File: src/fud_pkg.sv
// ----------------------------------------------------------------------------
// fud_pkg: shared types and helpers for the form URL percent decoder
// Character codes, escape state encoding, per-field state and result types.
// ----------------------------------------------------------------------------
package fud_pkg;

  localparam int COUNT_BITS     = 16;
  localparam int OUT_COUNT_BITS = 16;

  localparam logic [COUNT_BITS-1:0]     COUNT_MAX     = {COUNT_BITS{1'b1}};
  localparam logic [OUT_COUNT_BITS-1:0] OUT_COUNT_MAX = {OUT_COUNT_BITS{1'b1}};

  localparam logic [7:0] CHAR_PERCENT = 8'h25;
  localparam logic [7:0] CHAR_PLUS    = 8'h2B;
  localparam logic [7:0] CHAR_SPACE   = 8'h20;
  localparam logic [7:0] CHAR_DEL     = 8'h7F;
  localparam logic [7:0] CHAR_TAB     = 8'h09;
  localparam logic [7:0] CHAR_LF      = 8'h0A;
  localparam logic [7:0] CHAR_CR      = 8'h0D;

  typedef enum logic [1:0] {
    ESC_IDLE = 2'd0,
    ESC_PCT  = 2'd1,
    ESC_HIGH = 2'd2
  } esc_phase_t;

  typedef struct packed {
    esc_phase_t            phase;
    logic [3:0]            nibble;
    logic [COUNT_BITS-1:0] count;
    logic                  err;
  } field_state_t;

  typedef struct packed {
    logic [7:0]                out_byte;
    logic                      byte_valid;
    logic                      done_res;
    logic                      status;
    logic [OUT_COUNT_BITS-1:0] decoded_count;
  } result_t;

  localparam field_state_t FIELD_RESET = '{
    phase:  ESC_IDLE,
    nibble: 4'h0,
    count:  '0,
    err:    1'b0
  };

  // {valid, value}
  function automatic logic [4:0] hex_value(input logic [7:0] c);
    logic [4:0] r;
    r = 5'b0;
    if (c >= 8'h30 && c <= 8'h39) begin
      r = {1'b1, 4'(c - 8'h30)};
    end else if (c >= 8'h61 && c <= 8'h66) begin
      r = {1'b1, 4'(c - 8'h57)};
    end else if (c >= 8'h41 && c <= 8'h46) begin
      r = {1'b1, 4'(c - 8'h37)};
    end
    return r;
  endfunction

  function automatic logic forbidden(input logic [7:0] b);
    logic f;
    f = (b == CHAR_DEL) ||
        (b < CHAR_SPACE && b != CHAR_TAB && b != CHAR_LF && b != CHAR_CR);
    return f;
  endfunction

  function automatic logic [OUT_COUNT_BITS-1:0] show_count(
      input logic [COUNT_BITS-1:0] c);
    logic [32:0] w;
    w = 33'(c);
    return (w > 33'(OUT_COUNT_MAX)) ? OUT_COUNT_MAX : w[OUT_COUNT_BITS-1:0];
  endfunction

endpackage

File: src/fud_if.sv
// ----------------------------------------------------------------------------
// fud_if: request channels of the form URL percent decoder
// Valid/ready channels for source characters and decoded results.
// ----------------------------------------------------------------------------
interface fud_in_if;
  logic       valid;
  logic       ready;
  logic [7:0] char_in;
  logic       is_last;

  modport source (output valid, output char_in, output is_last, input ready);
  modport sink   (input valid, input char_in, input is_last, output ready);
endinterface

interface fud_out_if;
  logic        valid;
  logic        ready;
  logic [7:0]  out_byte;
  logic        byte_valid;
  logic        done_res;
  logic        status;
  logic [15:0] decoded_count;

  modport source (output valid, output out_byte, output byte_valid,
                  output done_res, output status, output decoded_count,
                  input ready);
  modport sink   (input valid, input out_byte, input byte_valid,
                  input done_res, input status, input decoded_count,
                  output ready);
endinterface

File: src/fud_step.sv
// ----------------------------------------------------------------------------
// fud_step: per-character decode step
// Given the field state and one character, forms the next state and the
// result (if any) for that character.
// ----------------------------------------------------------------------------
module fud_step
  import fud_pkg::*;
(
  input  field_state_t st,
  input  logic [7:0]   char_in,
  input  logic         is_last,
  output field_state_t st_nxt,
  output logic         res_valid,
  output result_t      res
);

  always_comb begin
    logic [4:0] hex;
    logic       have_val;
    logic       fail;
    logic [7:0] value;

    hex      = hex_value(char_in);
    have_val = 1'b0;
    fail     = 1'b0;
    value    = 8'h00;
    st_nxt   = st;
    res_valid = 1'b0;
    res      = '0;

    if (st.err) begin
      // drop until the end of the field
      if (is_last) begin
        st_nxt = FIELD_RESET;
      end
    end else begin
      unique case (st.phase)
        ESC_IDLE: begin
          if (char_in == CHAR_PERCENT) begin
            if (is_last) begin
              fail = 1'b1;
            end else begin
              st_nxt.phase = ESC_PCT;
            end
          end else if (char_in == CHAR_PLUS) begin
            value    = CHAR_SPACE;
            have_val = 1'b1;
          end else begin
            value    = char_in;
            have_val = 1'b1;
          end
        end
        ESC_PCT: begin
          if (is_last || !hex[4]) begin
            fail = 1'b1;
          end else begin
            st_nxt.nibble = hex[3:0];
            st_nxt.phase  = ESC_HIGH;
          end
        end
        default: begin
          if (!hex[4]) begin
            fail = 1'b1;
          end else begin
            value         = {st.nibble, hex[3:0]};
            have_val      = 1'b1;
            st_nxt.phase  = ESC_IDLE;
            st_nxt.nibble = 4'h0;
          end
        end
      endcase

      if (have_val && forbidden(value)) begin
        fail = 1'b1;
      end

      if (fail) begin
        res_valid         = 1'b1;
        res.done_res      = 1'b1;
        res.status        = 1'b1;
        res.decoded_count = show_count(st.count);
        if (is_last) begin
          st_nxt = FIELD_RESET;
        end else begin
          st_nxt.err    = 1'b1;
          st_nxt.phase  = ESC_IDLE;
          st_nxt.nibble = 4'h0;
        end
      end else if (have_val) begin
        st_nxt.count = (st.count < COUNT_MAX) ? st.count + 1'b1 : st.count;
        res_valid         = 1'b1;
        res.out_byte      = value;
        res.byte_valid    = 1'b1;
        res.done_res      = is_last;
        res.decoded_count = show_count(st_nxt.count);
        if (is_last) begin
          st_nxt = FIELD_RESET;
        end
      end
    end
  end

endmodule

File: src/form_url_percent_decoder.sv
// ----------------------------------------------------------------------------
// form_url_percent_decoder: form URL (x-www-form-urlencoded) field decoder
// Input register, combinational decode step, result register.
// ----------------------------------------------------------------------------
// One source character is taken per clock, back to back, unless the output
// stalls. A character lands in the input register, is decoded against the
// field state once the result register can take it, and its result, if
// any, goes to the output through the result register. The decode step's
// state update sets the rate of one character per cycle. '%' and the first
// hex digit give no result; the first error gives one result with status
// set and done_res set, and the rest of the field up to is_last is dropped.
module form_url_percent_decoder
  import fud_pkg::*;
(
  input  logic             clk,
  input  logic             rst_n,
  fud_in_if.sink           in_ch,
  fud_out_if.source        out_ch
);

  logic         in_valid_r;
  logic [7:0]   in_char_r;
  logic         in_last_r;
  field_state_t state_r;
  logic         out_valid_r;
  result_t      out_res_r;

  field_state_t state_nxt;
  logic         res_valid;
  result_t      res;
  logic         advance;

  fud_step u_step (
    .st        (state_r),
    .char_in   (in_char_r),
    .is_last   (in_last_r),
    .st_nxt    (state_nxt),
    .res_valid (res_valid),
    .res       (res)
  );

  // decode stage moves on when the result register is free or being drained
  assign advance     = in_valid_r && (!out_valid_r || out_ch.ready);
  assign in_ch.ready = !in_valid_r || advance;

  always_ff @(posedge clk) begin
    if (!rst_n) begin
      in_valid_r  <= 1'b0;
      state_r     <= FIELD_RESET;
      out_valid_r <= 1'b0;
    end else begin
      if (in_ch.valid && in_ch.ready) begin
        in_valid_r <= 1'b1;
      end else if (advance) begin
        in_valid_r <= 1'b0;
      end
      if (advance) begin
        state_r <= state_nxt;
      end
      if (advance && res_valid) begin
        out_valid_r <= 1'b1;
      end else if (out_ch.ready) begin
        out_valid_r <= 1'b0;
      end
    end
  end

  always_ff @(posedge clk) begin
    if (in_ch.valid && in_ch.ready) begin
      in_char_r <= in_ch.char_in;
      in_last_r <= in_ch.is_last;
    end
    if (advance && res_valid) begin
      out_res_r <= res;
    end
  end

  assign out_ch.valid         = out_valid_r;
  assign out_ch.out_byte      = out_res_r.out_byte;
  assign out_ch.byte_valid    = out_res_r.byte_valid;
  assign out_ch.done_res      = out_res_r.done_res;
  assign out_ch.status        = out_res_r.status;
  assign out_ch.decoded_count = out_res_r.decoded_count;

  // end of field always returns the state to its reset value
  a_field_end_clears: assert property (@(posedge clk) disable iff (!rst_n)
    (advance && in_last_r) |=> (state_r == FIELD_RESET))
    else $error("field state not cleared after last character");

  // while dropping, no escape is pending
  a_err_no_escape: assert property (@(posedge clk) disable iff (!rst_n)
    state_r.err |-> (state_r.phase == ESC_IDLE && state_r.nibble == 4'h0))
    else $error("escape pending while dropping a failed field");

  // a dropped character never produces a result
  a_drop_silent: assert property (@(posedge clk) disable iff (!rst_n)
    (advance && state_r.err && out_ch.ready) |=> !out_valid_r)
    else $error("result produced while dropping a failed field");

  // an accepted request always occupies the input register
  a_accept_loads: assert property (@(posedge clk) disable iff (!rst_n)
    (in_ch.valid && in_ch.ready) |=> in_valid_r)
    else $error("accepted request lost");

endmodule
File: src/flat_wrapper.sv
// flat-port wrapper written by rule: the top's interface ports become plain ports
module form_url_percent_decoder_flat import fud_pkg::*;
  (clk, rst_n, in_ch_valid, in_ch_char_in, in_ch_is_last, in_ch_ready, out_ch_valid, out_ch_out_byte, out_ch_byte_valid, out_ch_done_res, out_ch_status, out_ch_decoded_count, out_ch_ready);
  fud_in_if in_ch_i ();
  fud_out_if out_ch_i ();
  input  logic clk;
  input  logic rst_n;
  input wire logic [$bits(in_ch_i.valid)-1:0] in_ch_valid;
  input wire logic [$bits(in_ch_i.char_in)-1:0] in_ch_char_in;
  input wire logic [$bits(in_ch_i.is_last)-1:0] in_ch_is_last;
  output wire logic [$bits(in_ch_i.ready)-1:0] in_ch_ready;
  output wire logic [$bits(out_ch_i.valid)-1:0] out_ch_valid;
  output wire logic [$bits(out_ch_i.out_byte)-1:0] out_ch_out_byte;
  output wire logic [$bits(out_ch_i.byte_valid)-1:0] out_ch_byte_valid;
  output wire logic [$bits(out_ch_i.done_res)-1:0] out_ch_done_res;
  output wire logic [$bits(out_ch_i.status)-1:0] out_ch_status;
  output wire logic [$bits(out_ch_i.decoded_count)-1:0] out_ch_decoded_count;
  input wire logic [$bits(out_ch_i.ready)-1:0] out_ch_ready;
  assign in_ch_i.valid = in_ch_valid;
  assign in_ch_i.char_in = in_ch_char_in;
  assign in_ch_i.is_last = in_ch_is_last;
  assign in_ch_ready = in_ch_i.ready;
  assign out_ch_valid = out_ch_i.valid;
  assign out_ch_out_byte = out_ch_i.out_byte;
  assign out_ch_byte_valid = out_ch_i.byte_valid;
  assign out_ch_done_res = out_ch_i.done_res;
  assign out_ch_status = out_ch_i.status;
  assign out_ch_decoded_count = out_ch_i.decoded_count;
  assign out_ch_i.ready = out_ch_ready;
  form_url_percent_decoder u_core (.clk(clk), .rst_n(rst_n), .in_ch(in_ch_i), .out_ch(out_ch_i));
endmodule
File: config.mk
export PLATFORM = sky130hd
export DESIGN_NAME = form_url_percent_decoder_flat
export DESIGN_NICKNAME = d
export VERILOG_FILES = /design/src/fud_pkg.sv /design/src/fud_if.sv /design/src/fud_step.sv /design/src/form_url_percent_decoder.sv /design/src/flat_wrapper.sv
export SDC_FILE = /design/constraint.sdc
export NUM_CORES = 1
export LEC_CHECK = 0
export BUFFER_PORTS_ARGS = -buffer_cell sky130_fd_sc_hd__clkbuf_2
export CAP_MARGIN = 0
export CELL_PAD_IN_SITES_DETAIL_PLACEMENT = 1
export CELL_PAD_IN_SITES_GLOBAL_PLACEMENT = 1
export CORE_MARGIN = 2
export CORE_UTILIZATION = 35
export DETAILED_ROUTE_END_ITERATION = 16
export GPL_TIMING_DRIVEN = 0
export PLACE_DENSITY = 0.77
export SLEW_MARGIN = 40
export SYNTH_ARGS = -nofsm -noshare
export SYNTH_HDL_FRONTEND = slang
export SYNTH_SLANG_ARGS = --single-unit
File: constraint.sdc
create_clock -name clk -period 4.5 [get_ports clk]
set_input_delay 0.675 -clock clk [delete_from_list [all_inputs] [get_ports clk]]
set_output_delay 0.675 -clock clk [all_outputs]
set_load 0.01 [all_outputs]
## Word level (Yosys, flattened, before mapping)

Cells that the tools add are included.

| storage, ports and cells | value |
|---|---|
| register bits after elaboration | 61 |
| input port bits | 13 |
| output and inout port bits | 29 |

| operators by class | value |
|---|---|
| add/subtract/negate cells | 4 |
| order comparisons | 8 |
| equality and inequality tests | 9 |
| muxes and demuxes | 45 |
| bitwise gates (word level) | 1 |
| reduce and logical (&&, ||, !) cells | 25 |

Operator list:

| operator | count |
|---|---|
| two-way mux 23 bit | 5 |
| two-way mux 16 bit | 4 |
| two-way mux 8 bit | 4 |
| inequality test 8 x 4 -> 1 bit, second input constant | 3 |
| two-way mux 1 bit | 19 |
| adder 16 x 1 -> 16 bit, second input constant | 1 |
| == test 8 x 6 -> 1 bit, second input constant | 2 |
| greater-or-equal comparator 8 x 7 -> 1 bit, second input constant | 2 |
| <= comparator 8 x 7 -> 1 bit, second input constant | 2 |
| less-than comparator 16 bit, second input constant | 1 |
| one-hot mux 8 bit (2 select lines) | 1 |
| two-way mux 5 bit | 3 |
| two-way mux 6 bit | 2 |
| logical AND 1 bit | 10 |
| == test 8 x 7 -> 1 bit, second input constant | 1 |
| greater-or-equal comparator 8 x 6 -> 1 bit, second input constant | 1 |
| <= comparator 8 x 6 -> 1 bit, second input constant | 1 |
| less-than comparator 8 x 6 -> 1 bit, second input constant | 1 |
| one-hot mux 4 bit (2 select lines) | 1 |
| subtractor 4 x 3 -> 4 bit, second input constant | 2 |
| two-way mux 2 bit | 3 |
| logical OR 1 bit | 4 |
| inequality test 2 x 1 -> 1 bit, second input constant | 2 |
| one-hot mux 1 bit (2 select lines) | 2 |
| 12 further kinds | 15 |

## Logic depth before layout (Yosys ltp)

| logic depth | value |
|---|---|
| word-level depth | 20 |
| mapped depth | 14 |
| mapped depth without buffers | 11 |

## Modules after synthesis

A second synthesis with hierarchy kept.

| second synthesis, totals | value |
|---|---|
| cells, all modules | 462 |
| area total of the unflattened synthesis | 4025.1 um2 |

By module, submodules not included:

| module | instances | cells an instance | area an instance (um2) | seq. area each (um2) |
|---|---|---|---|---|
| form_url_percent_decoder | 1 | 148 | 2120.8 | 1581.5 |
| fud_step | 1 | 314 | 1904.3 | 0.0 |

## Worst setup path before layout

OpenSTA, ideal clock, no wires.

| timing path | value |
|---|---|
| kind | register to register |
| start | register u_core.in_char_r[0] |
| end | register u_core.out_res_r (netlist bit u_core.out_ch.byte_valid) (enable) |
| data arrival time | 3.594 ns |
| data required time | 4.053 ns |
| setup slack | 0.459 ns |
| cell stages (with the launch flop) | 10 |
| cells stage by stage | edfxtp_1 > clkbuf_1 > inv_1 > ha_1 > o21ai_0 > a221oi_2 > and3_1 > a21oi_1 > nor3_1 > nor3_1 |

| between the ends | value |
|---|---|
| cells in the longest elaborated chain, start to end | 19 |
| elaborated cells on any way between the ends | 48 |

RTL lines:

| element | line | source |
|---|---|---|
| from (decl) | form_url_percent_decoder.sv:22 | `logic [7:0] in_char_r;` |
| from (signal assigned) | form_url_percent_decoder.sv:70 | `in_char_r <= in_ch.char_in;` |
| greater-or-equal comparator 8 x 7 -> 1 bit or <= comparator 8 x 7 -> 1 bit (tied branches) | fud_pkg.sv:57 | `end else if (c >= 8'h41 && c <= 8'h46) begin` |
| logical AND 1 bit | fud_pkg.sv:57 |  |
| two-way mux 5 bit | fud_pkg.sv:57 |  |
| two-way mux 5 bit | fud_pkg.sv:55 | `end else if (c >= 8'h61 && c <= 8'h66) begin` |
| two-way mux 5 bit | fud_pkg.sv:53 | `if (c >= 8'h30 && c <= 8'h39) begin` |
| two-way mux 8 bit | fud_step.sv:62 | `if (!hex[4]) begin` |
| one-hot mux 8 bit (2 select lines) | fud_step.sv:37 | `unique case (st.phase)` |
| two-way mux 8 bit | fud_step.sv:31 | `if (st.err) begin` |
| less-than comparator 8 x 6 -> 1 bit or inequality test 8 x 4 -> 1 bit (tied branches) | fud_pkg.sv:66 | `(b < CHAR_SPACE && b != CHAR_TAB && b != CHAR_LF && b != CHAR_CR);` |
| logical AND 1 bit (3 in series) | fud_pkg.sv:66 |  |
| logical OR 1 bit | fud_pkg.sv:65 | `f = (b == CHAR_DEL) \|\|` |
| logical AND 1 bit | fud_step.sv:73 | `if (have_val && forbidden(value)) begin` |
| two-way mux 1 bit | fud_step.sv:73 |  |
| two-way mux 1 bit | fud_step.sv:31 |  |
| two-way mux 1 bit * | fud_step.sv:77 | `if (fail) begin` |
| two-way mux 1 bit * | fud_step.sv:31 |  |
| logical AND 1 bit * | form_url_percent_decoder.sv:73 | `if (advance && res_valid) begin` |
| to (signal assigned) | form_url_percent_decoder.sv:74 | `out_res_r <= res;` |
| to (decl) | form_url_percent_decoder.sv:26 | `result_t out_res_r;` |

Mark *: on every way between the ends. The rest lies on a longest branch, timed or not. The select of a mux whose other input is x is not followed.
A chain may end at the register's enable or synchronous reset.

## Worst setup path in the final report

| timing path | value |
|---|---|
| start | register u_core.in_char_r[0] |
| end | register u_core.out_res_r (netlist bit u_core.out_ch.decoded_count[13]) (data pin) |

| between the ends | value |
|---|---|
| cells in the longest elaborated chain, start to end | 17 |
| elaborated cells on any way between the ends | 46 |

RTL lines:

| element | line |
|---|---|
| greater-or-equal comparator 8 x 7 -> 1 bit or <= comparator 8 x 7 -> 1 bit (tied branches) | fud_pkg.sv:57 |
| logical AND 1 bit | fud_pkg.sv:57 |
| two-way mux 5 bit | fud_pkg.sv:57 |
| two-way mux 5 bit | fud_pkg.sv:55 |
| two-way mux 5 bit | fud_pkg.sv:53 |
| two-way mux 8 bit | fud_step.sv:62 |
| one-hot mux 8 bit (2 select lines) | fud_step.sv:37 |
| two-way mux 8 bit | fud_step.sv:31 |
| less-than comparator 8 x 6 -> 1 bit or inequality test 8 x 4 -> 1 bit (tied branches) | fud_pkg.sv:66 |
| logical AND 1 bit (3 in series) | fud_pkg.sv:66 |
| logical OR 1 bit | fud_pkg.sv:65 |
| logical AND 1 bit | fud_step.sv:73 |
| two-way mux 1 bit | fud_step.sv:73 |
| two-way mux 1 bit | fud_step.sv:31 |
| two-way mux 16 bit * | fud_step.sv:77 |

Marks and branches as above.

==> results.rst <==
.. list-table::
   :header-rows: 1

   * - Metric
     - Value
   * - Cts-stage hold buffer count
     - 0
   * - Ratio of final minimum period to clock period
     - 91.8%
   * - Headroom to the max-slew limit
     - 53.5%
   * - Via count of the first global-routing pass
     - 3037
   * - Post-synth top flop
     - edfxtp_1
   * - Chip Width
     - 102 µm
   * - Fill count
     - 1097
   * - Yosys cell types
     - 58
   * - WS Path Type
     - register to register
   * - Number of buffers added on ports
     - 41
   * - Final hold slack
     - 511 ps
   * - Resized cells post-CTS
     - 0
   * - Data required, critical path
     - 4570 ps
   * - Outcome
     - finished, final reports clean
   * - Die Area
     - 0.0104 mm²
   * - Hpwl dp
     - 6620 µm
   * - Fraction of final layout cells with drive strength greater than 1
     - 22.3%
   * - Data arrival time of the worst path
     - 4200 ps
   * - DRT Pass-1 Iters
     - 4
   * - Post-CTS setup-driven buffer insertion count
     - 0
   * - Total via count after detailed routing
     - 2897
   * - Post-synthesis cell count
     - 344
   * - FFs w/ async S/R, synth
     - 0%
   * - Clk Latency, worst-skew pair
     - 340 ps
   * - Total overflow reported by the global router
     - 0
   * - Clk slew on worst S/H paths
     - 70 ps
   * - Fraction of the yosys area taken by sequential cells
     - 47.0%
   * - Final hold viol count
     - 0
   * - RSZ-0062 raised after global routing
     - false
   * - Highest net fanout along the worst path
     - 10
   * - Count of yosys warnings during synthesis
     - 0
   * - Antenna diodes
     - 0
   * - Nets in the synthesized netlist
     - 361
   * - Kind of path behind the tightest hold check
     - input pin to register
   * - Number of enable flip-flop cells after synthesis
     - 36
   * - Area share of the largest cell type after synthesis
     - 32.1%
   * - P_leak
     - 0.00159 µW
   * - Gp weighted congestion
     - 0.844
   * - Endpoint kind of the worst setup timing path
     - register
   * - Post-layout util
     - 42.7%
   * - Post-synthesis to final-layout area growth
     - 17.8%
   * - Num ports
     - 42
   * - Global Route Usage Sum
     - 18.7%
   * - Clock tree from TritonCTS
     - yes
   * - Die Height
     - 102 µm
   * - Final WS setup
     - 371 ps
   * - Initial antenna violation count
     - 0
   * - Clock period minus worst slack
     - 4130 ps
   * - Pin count of the biggest net entering global routing
     - 11
   * - Number of synthesized register bits
     - 61
   * - Wire length of the first global-routing pass
     - 15200 µm
   * - Number of setup violations in the final report
     - 0
   * - Sink Count
     - 61
   * - Depth of the CTS H-tree
     - 3
   * - Setup slack at placement
     - 415 ps
   * - Clock buffer count from CTS
     - 9
   * - Number of max-cap violations
     - 0
   * - Via-to-Cell Ratio
     - 5.44
   * - Residual DRC
     - 0
   * - Final Max Slew Viols
     - 0
   * - Category of the worst setup path launch point
     - register
   * - Root buf cell
     - clkbuf_8
   * - Buffer depth of the longest clock path
     - 2
   * - Overall Power
     - 1270 µW
   * - NumNets Final
     - 416
   * - Setup Skew
     - 11.4 ps
   * - Max VDD drop
     - 155 µV
   * - Initial DRC count
     - 102
   * - Syn_area_per_cell
     - 9.78 µm²
   * - Effective utilization at floorplan
     - 36.2%
   * - Top achievable clock speed
     - 242 MHz
   * - WL per Instance
     - 16.9 µm
   * - Power per unit of standard cell area
     - 321 mW/mm²
   * - Transition time of the tightest slew-check pin
     - 679 ps
   * - Routed WL
     - 8990 µm
   * - Final antenna-violating net count
     - 0
   * - Placeable core area
     - 0.00928 mm²
   * - Post-synthesis cell type with the largest combined area
     - edfxtp_1
   * - Cell area after synthesis
     - 0.00336 mm²
   * - Number of cell rows
     - 35
   * - Area contributors post-synth
     - edfxtp_1, dfxtp_1, a21o_1
==> metrics by stage <==
stage                     instances  setup TNS, ps  instance area (µm²)
after floorplan                 344              0                 3360
after global placement          514         -22620                 3730
after detailed placement        517              0                 3760
after CTS                       533              0                 3960
after global routing            533              0                 3960
final                           533              0                 3960
==> flip-flops by register name, indices dropped and copies added (netlist names) <==
signal and cells:
u_core.state_r 23, u_core.out_ch.out_byte 8, u_core.out_ch.done_res 1, u_core.out_ch.decoded_count 16, u_core.in_char_r 8, u_core.in_valid_r 1
u_core.out_ch.byte_valid 1, u_core.out_ch.status 1, u_core.out_ch.valid 1, u_core.in_last_r 1
==> cell type report <==
class                           count  area, µm²  share of cell area [%]
Buffer                             18       95.1                    2.40
Clock buffer                       11        131                    3.32
Sequential cell                    61       1580                    39.9
Tap cell                          129        161                    4.07
Timing Repair Buffer               44        220                    5.56
Multi-Input combinational cell    254       1660                    41.8
Clock inverter                      5       75.1                    1.89
Inverter                           11       41.3                    1.04
==> per-layer routing <==
metal	global-route usage (%)	share of wire (%)	vias to the layer above
met1	24.8	48	1429
met5	0	0	-
met4	5.03	0.83	0
li1	-	-	1409
met2	31.3	48	53
met3	3.90	3.6	6
==> cell usage after synthesis (3+ instances only) <==
master,instances
o21a_1,3
a22o_1,7
xor2_1,3
nand3_1,7
buf_2,7
a22oi_1,3
edfxtp_1,36
dfxtp_1,25
nand2b_1,6
ha_1,4
o32ai_1,5
and3_1,6
or3_1,3
nand2_1,31
and2_1,3
o2bb2ai_1,6
a31oi_1,5
nor2_1,36
or2_2,9
a21o_1,18
clkbuf_1,8
nand4_1,4
a211oi_1,9
o21ai_0,10
a21oi_1,22
o22a_1,6
nor3_1,14
inv_1,11
==> placed cells by master, fill, tap and decap left out, types with 3 or more instances in the layout <==
cell	count
nand2b_1	6
o22a_1	6
a21oi_1	22
and2_1	3
inv_1	11
clkbuf_1	10
nand3_1	7
buf_2	10
edfxtp_1	36
clkinv_2	3
clkbuf_2	41
nor2_1	36
nand4_1	4
a31oi_1	5
dfxtp_1	25
ha_1	4
or2_2	9
or3_1	3
a21o_1	18
o21a_1	3
a22o_1	7
a22oi_1	3
o2bb2ai_1	6
and3_1	6
nand2_1	31
a211oi_1	9
o32ai_1	5
clkbuf_8	9
xor2_1	3
nor3_1	12
o21ai_0	10
==> critical path, cell delays in order, from the launching register on <==
cell and delay [ps]:
edfxtp_1 430, clkbuf_1 240, inv_1 130, ha_1 240
o21ai_0 140, a221oi_2 550, and2_1 230, buf_6 140
a221o_1 230, nor4b_2 220, o211ai_1 230, o21ai_1 370
buf_2 320, buf_2 280, o32ai_1 120
==> power breakdown <==
| part | internal [µW] | switching (µW) | total (µW) |
|---|---|---|---|
| Clock | 310 | 221 | 531 |
| Sequential | 612 | 10.2 | 622 |
| Combinational | 43.4 | 77.5 | 121 |
==> cell families (layout without fill, tap and decap cells) <==
group	count (synthesis)	count (layout)	synth area share, %
compound gates	110	110	24.5
fa+ha+maj	4	4	1.49
flops	61	61	47.0
buf+inv	29	89	4.05
mux	1	1	0.298
simple gates	135	135	21.6
xor+xnor	4	4	1.04
==> final timing paths <==
check                           slack (ps)                                            end  cells past startpoint                            from
worst max-delay path                   370  u_core.out_ch.decoded_count[13]$_SDFFCE_PP0P_                     14   u_core.in_char_r[0]$_DFFE_PP_
worst min-delay path                   510                  u_core.in_char_r[7]$_DFFE_PP_                      1                in_ch_char_in[7]
worst max register to register         370  u_core.out_ch.decoded_count[13]$_SDFFCE_PP0P_                     14   u_core.in_char_r[0]$_DFFE_PP_
worst min register to register         520                 u_core.state_r[9]$_SDFFE_PN0P_                      1  u_core.state_r[9]$_SDFFE_PN0P_
No activity file was read; power rests on OpenSTA's default activity.
